## config.mk

```make
export PLATFORM = sky130hd
export DESIGN_NAME = isoc_window
export DESIGN_NICKNAME = d
export VERILOG_FILES = /design/src/rtl/isoc_pkg.sv /design/src/rtl/isoc_cell.sv /design/src/rtl/isoc_window.sv
export SDC_FILE = /design/constraint.sdc
export NUM_CORES = 1
export LEC_CHECK = 0
export CORE_MARGIN = 2
export CORE_UTILIZATION = 37
export CTS_BUF_LIST = sky130_fd_sc_hd__clkbuf_4 sky130_fd_sc_hd__clkbuf_8
export CTS_CLUSTER_SIZE = 20
export DETAILED_ROUTE_END_ITERATION = 16
export DONT_BUFFER_PORTS = 1
export SLEW_MARGIN = 10
export SYNTH_ARGS = -nofsm -noshare
export SYNTH_HDL_FRONTEND = slang
export SYNTH_SLANG_ARGS = --single-unit
```

## constraint.sdc

```tcl
create_clock -name clk -period 1.1 [get_ports clk]
set_input_delay 0.165 -clock clk [delete_from_list [all_inputs] [get_ports clk]]
set_output_delay 0.165 -clock clk [all_outputs]
set_load 0.02 [all_outputs]
```

## src/rtl/isoc_pkg.sv

```systemverilog
`default_nettype none

package isoc_pkg;

	// pixel classes
	typedef logic [1:0] class_t;
	localparam class_t CLASS_BACKGROUND = 2'd0;
	localparam class_t CLASS_OBJECT     = 2'd1;

	// configuration register indexes
	localparam logic REG_IMAGE_WIDTH  = 1'b0;
	localparam logic REG_IMAGE_HEIGHT = 1'b1;

	// register widths and reset values
	localparam int     DIM_W        = 11;
	localparam int     MIN_DIM      = 4;
	localparam int     MAX_HEIGHT   = 1024;
	localparam int     ROW_W        = 10;
	localparam logic [DIM_W-1:0] WIDTH_RESET  = 11'd13;
	localparam logic [DIM_W-1:0] HEIGHT_RESET = 11'd7;

	// match counter
	localparam int COUNT_W = 18;
	localparam logic [COUNT_W-1:0] COUNT_MAX = 18'h3FFFF;

	// window geometry
	localparam int WIN = 4;

	// one column entering the window: index 0 is three rows up, 3 is the new pixel
	typedef class_t [WIN-1:0] column_t;

	typedef struct packed {
		class_t pixel_class;
	} in_item_t;

	typedef struct packed {
		logic               window_match;
		logic [COUNT_W-1:0] object_count;
		logic               frame_end;
	} out_item_t;

endpackage

`default_nettype wire

```

## src/rtl/isoc_cell.sv

```systemverilog
`default_nettype none

// One window cell: holds a pixel class and takes its right neighbor's value.
module isoc_cell (
	input  wire logic            clk,
	input  wire logic            en,
	input  wire isoc_pkg::class_t d,
	output isoc_pkg::class_t      q
);

	isoc_pkg::class_t val_q;

	always_ff @(posedge clk) begin
		if (en) begin
			val_q <= d;
		end
	end

	assign q = val_q;

endmodule

`default_nettype wire

```

## src/rtl/isoc_window.sv

```systemverilog
`default_nettype none

// 4x4 window as four rows of shifting cells, with the hit-or-miss compare.
module isoc_window (
	input  wire logic              clk,
	input  wire logic              en,
	input  wire isoc_pkg::column_t col_in,
	output logic                   match_next
);

	isoc_pkg::class_t cell_q   [isoc_pkg::WIN][isoc_pkg::WIN];
	isoc_pkg::class_t next_win [isoc_pkg::WIN][isoc_pkg::WIN];

	// each row shifts left; the new column enters at the right end
	for (genvar r = 0; r < isoc_pkg::WIN; r++) begin : g_row
		for (genvar c = 0; c < isoc_pkg::WIN; c++) begin : g_col
			if (c == isoc_pkg::WIN - 1) begin : g_edge
				assign next_win[r][c] = col_in[r];
			end else begin : g_inner
				assign next_win[r][c] = cell_q[r][c+1];
			end
			isoc_cell u_cell (
				.clk (clk),
				.en  (en),
				.d   (next_win[r][c]),
				.q   (cell_q[r][c])
			);
		end
	end

	// center 2x2 object, ring background, checked on the window after the shift
	always_comb begin
		match_next = 1'b1;
		for (int r = 0; r < isoc_pkg::WIN; r++) begin
			for (int c = 0; c < isoc_pkg::WIN; c++) begin
				if ((r == 1 || r == 2) && (c == 1 || c == 2)) begin
					if (next_win[r][c] != isoc_pkg::CLASS_OBJECT) begin
						match_next = 1'b0;
					end
				end else begin
					if (next_win[r][c] != isoc_pkg::CLASS_BACKGROUND) begin
						match_next = 1'b0;
					end
				end
			end
		end
	end

endmodule

`default_nettype wire

```

==> results.py <==
metrics = {
    "power_and_ir_drop": {
        "p_leak_nw": 0.308,
        "p_per_area_mw_per_mm2": 1760,
        "vdd_drop_max_mv": 1.27,
    },
    "synth": {
        "synth_edf_count": 24,
        "synth_top_area_cell": "edfxtp_1",
        "seq_area_frac_synth_pct": 87.1,
        "syn-cell-area_um2": 827,
        "synth.most_common_cell": "edfxtp_1",
        "synth_common_cells": "edfxtp_1 (24), nor4_2 (3), nand4_1 (2), nor4_1 (2), nor4b_2 (2)",
        "synth_area_leaders": "edfxtp_1 (87%), nor4_2 (4.5%), nor4b_2 (3.6%), nand4_1 (1.5%), nor4_1 (1.5%)",
        "yosys.area.top_type_share_pct": 87.1,
        "ys_async_sr_fraction_pct": 0,
        "yosysUniqueCellTypes": 7,
        "synth_nets": 45,
        "yosysWarnings": 0,
        "synth.avg_cell_area_um2": 23.6,
        "ys.flop_type": "edfxtp_1",
        "synth_cells": 35,
        "ys_ff_latch": 24,
    },
    "cells_and_area": {
        "num_antenna_cells": 0,
        "drive_above_1_share_pct": 21.3,
        "largest_reg_flops": 24,
        "area_growth_pct": 21.2,
        "finalNetCount": 58,
        "fin_util_pct": 46.2,
    },
    "worst_setup_path": {
        "crit_fanout": 2,
        "path_cells": "nor4bb_1 > nand4_1 > nor2_4",
        "cp.arrival_ns": 1.42,
        "start_kind": "register",
        "slowest_stage": "edfxtp_1",
        "cp_top_family": "simple AND/OR/NAND/NOR gates",
        "end_kind": "output port",
        "required_ns": 0.94,
        "slowest_delay_ns": 0.41,
        "path_buf_inv": 0,
        "worstSetupPathType": "reg -> out",
    },
    "grt": {
        "grt_usage_pct": 10.5,
        "grt_pass1_vias": 411,
        "use_met2_pct": 15.8,
        "use_met3_pct": 5.85,
        "top_usage_layer": "met2",
        "grt_pass1_wl_um": 1900,
        "overflow": 0,
        "grt_max_degree": 25,
        "antenna_found_initial": 0,
        "use_met1_pct": 12.5,
    },
    "routing": {
        "drt_first_pass_iters": 3,
        "antenna_left": 0,
        "wire_per_inst_um": 15.3,
        "initialDrtViolationCount": 8,
        "num_vias": 373,
        "drt-vias-per-instance": 4.97,
        "drc_errors": 0,
        "wl_um": 1140,
    },
    "clocking": {
        "cts.sinks": 24,
        "cts_resized": 0,
        "clkTransAtPathRegs_ns": 0.13,
        "clk_latency_ns": 0.31,
        "cts_root_buf": "clkbuf_4",
        "cts_buffers": 3,
        "cts_buffer_depth": 2,
        "cts-htree-levels": 1,
        "tritoncts": "done",
        "cts_hold_buf": 8,
        "post_cts_buffers": 0,
    },
    "status": {
        "violations": "negative hold slack, negative setup slack",
        "status": "finished with violations",
    },
    "sta": {
        "finalHoldViolCount": 24,
        "period_minus_slack_ns": 1.59,
        "fmax_mhz": 630,
        "skew_ns": 0.0164,
        "fin_ws_ns": -0.487,
        "rsz0062_at_grt": "yes",
        "max_slew_margin_pct": 81.3,
        "setup_viol_count_final": 1,
        "finalCritPeriodShare_pct": 144,
        "setup_tns_ns": -0.487,
        "fin_hold_ws_ns": -0.0488,
        "maxSlewViolCount": 0,
        "tightest_slew_ns": 0.278,
    },
    "place": {
        "place.gp.congestion": 0.702,
        "place.port_buffers": 0,
    },
    "die": {
        "coreArea_mm2": 0.00217,
        "start_util_pct": 38.1,
        "die_area_mm2": 0.00263,
        "ioPinCount": 11,
        "rows": 17,
        "die_h_um": 51.3,
        "die_w_um": 51.3,
    },
    "flow_run": {
        "drv_cap": 0,
    },
    "min_path": {
        "hp-class": "in -> reg",
    },
}
-- cell usage in the layout (no fill, tap or decap) --
cell type      synthesis  routed
nor4b_2                2       2
dlygate4sd3_1          0       8
edfxtp_1              24      24
bufinv_16              0       1
nand4_1                2       2
nor4_1                 2       2
nor4bb_1               1       1
nor2_4                 0       1
clkbuf_4               0       3
nor4_2                 3       3
-- metal layers --
metal / wire (um) / share of wire, %
met3: 89 / 7.8
met5: 0 / 0
met4: 15 / 1.3
met2: 551 / 48
met1: 488 / 43
-- cells by family (layout without fill, tap and decap cells) --
group / count (synthesis) / in the layout / share of synthesized area [%]
flip-flops: 24 / 24 / 87.1
AND/OR/NAND/NOR: 11 / 11 / 12.9
buffers and inverters: 0 / 12 / 0
-- cell type report --
| cell class | instances | area (um^2) |
|---|---|---|
| sequential | 24 | 721 |
| multi-input combinational | 11 | 114 |
| fill | 196 | 1170 |
| tap | 28 | 35.0 |
| clock inverter | 1 | 30.0 |
| clock buffer | 3 | 22.5 |
| timing repair buffer | 8 | 80.1 |
-- per-stage QoR --
step / hold WS [ns] / cells / total power [mW] / instance area [um^2] / setup slack [ns]
after floorplan: 0.264 / 35 / 1.14 / 835 / -0.0250
after global placement: 0.264 / 63 / 1.15 / 870 / -0.122
after detailed placement: 0.264 / 63 / 1.15 / 870 / -0.169
after CTS: -0.0566 / 75 / 1.78 / 1000 / -0.536
after global routing: -0.0814 / 75 / 1.83 / 1000 / -0.594
final: -0.0488 / 75 / 1.76 / 1000 / -0.487
-- worst paths after layout --
kind                                      startpoint                                      end  slack [ns]  depth (start not counted)
min reg2reg  g_row[2].g_col[2].u_cell.q[0]$_DFFE_PP_  g_row[2].g_col[1].u_cell.q[0]$_DFFE_PP_        0.46                          0
max reg2reg  g_row[0].g_col[2].u_cell.q[0]$_DFFE_PP_  g_row[0].g_col[1].u_cell.q[0]$_DFFE_PP_        0.41                          0
max          g_row[1].g_col[3].u_cell.q[1]$_DFFE_PP_                               match_next       -0.49                          3
min                                               en  g_row[0].g_col[1].u_cell.q[0]$_DFFE_PP_       -0.05                          0
-- power breakdown --
group / internal [mW] / switching (mW)
clock: 0.368 / 0.243
sequential: 1.08 / 0.0318
combinational: 0.0289 / 0.00717
Note: power is estimated with default switching activity, not from simulation.
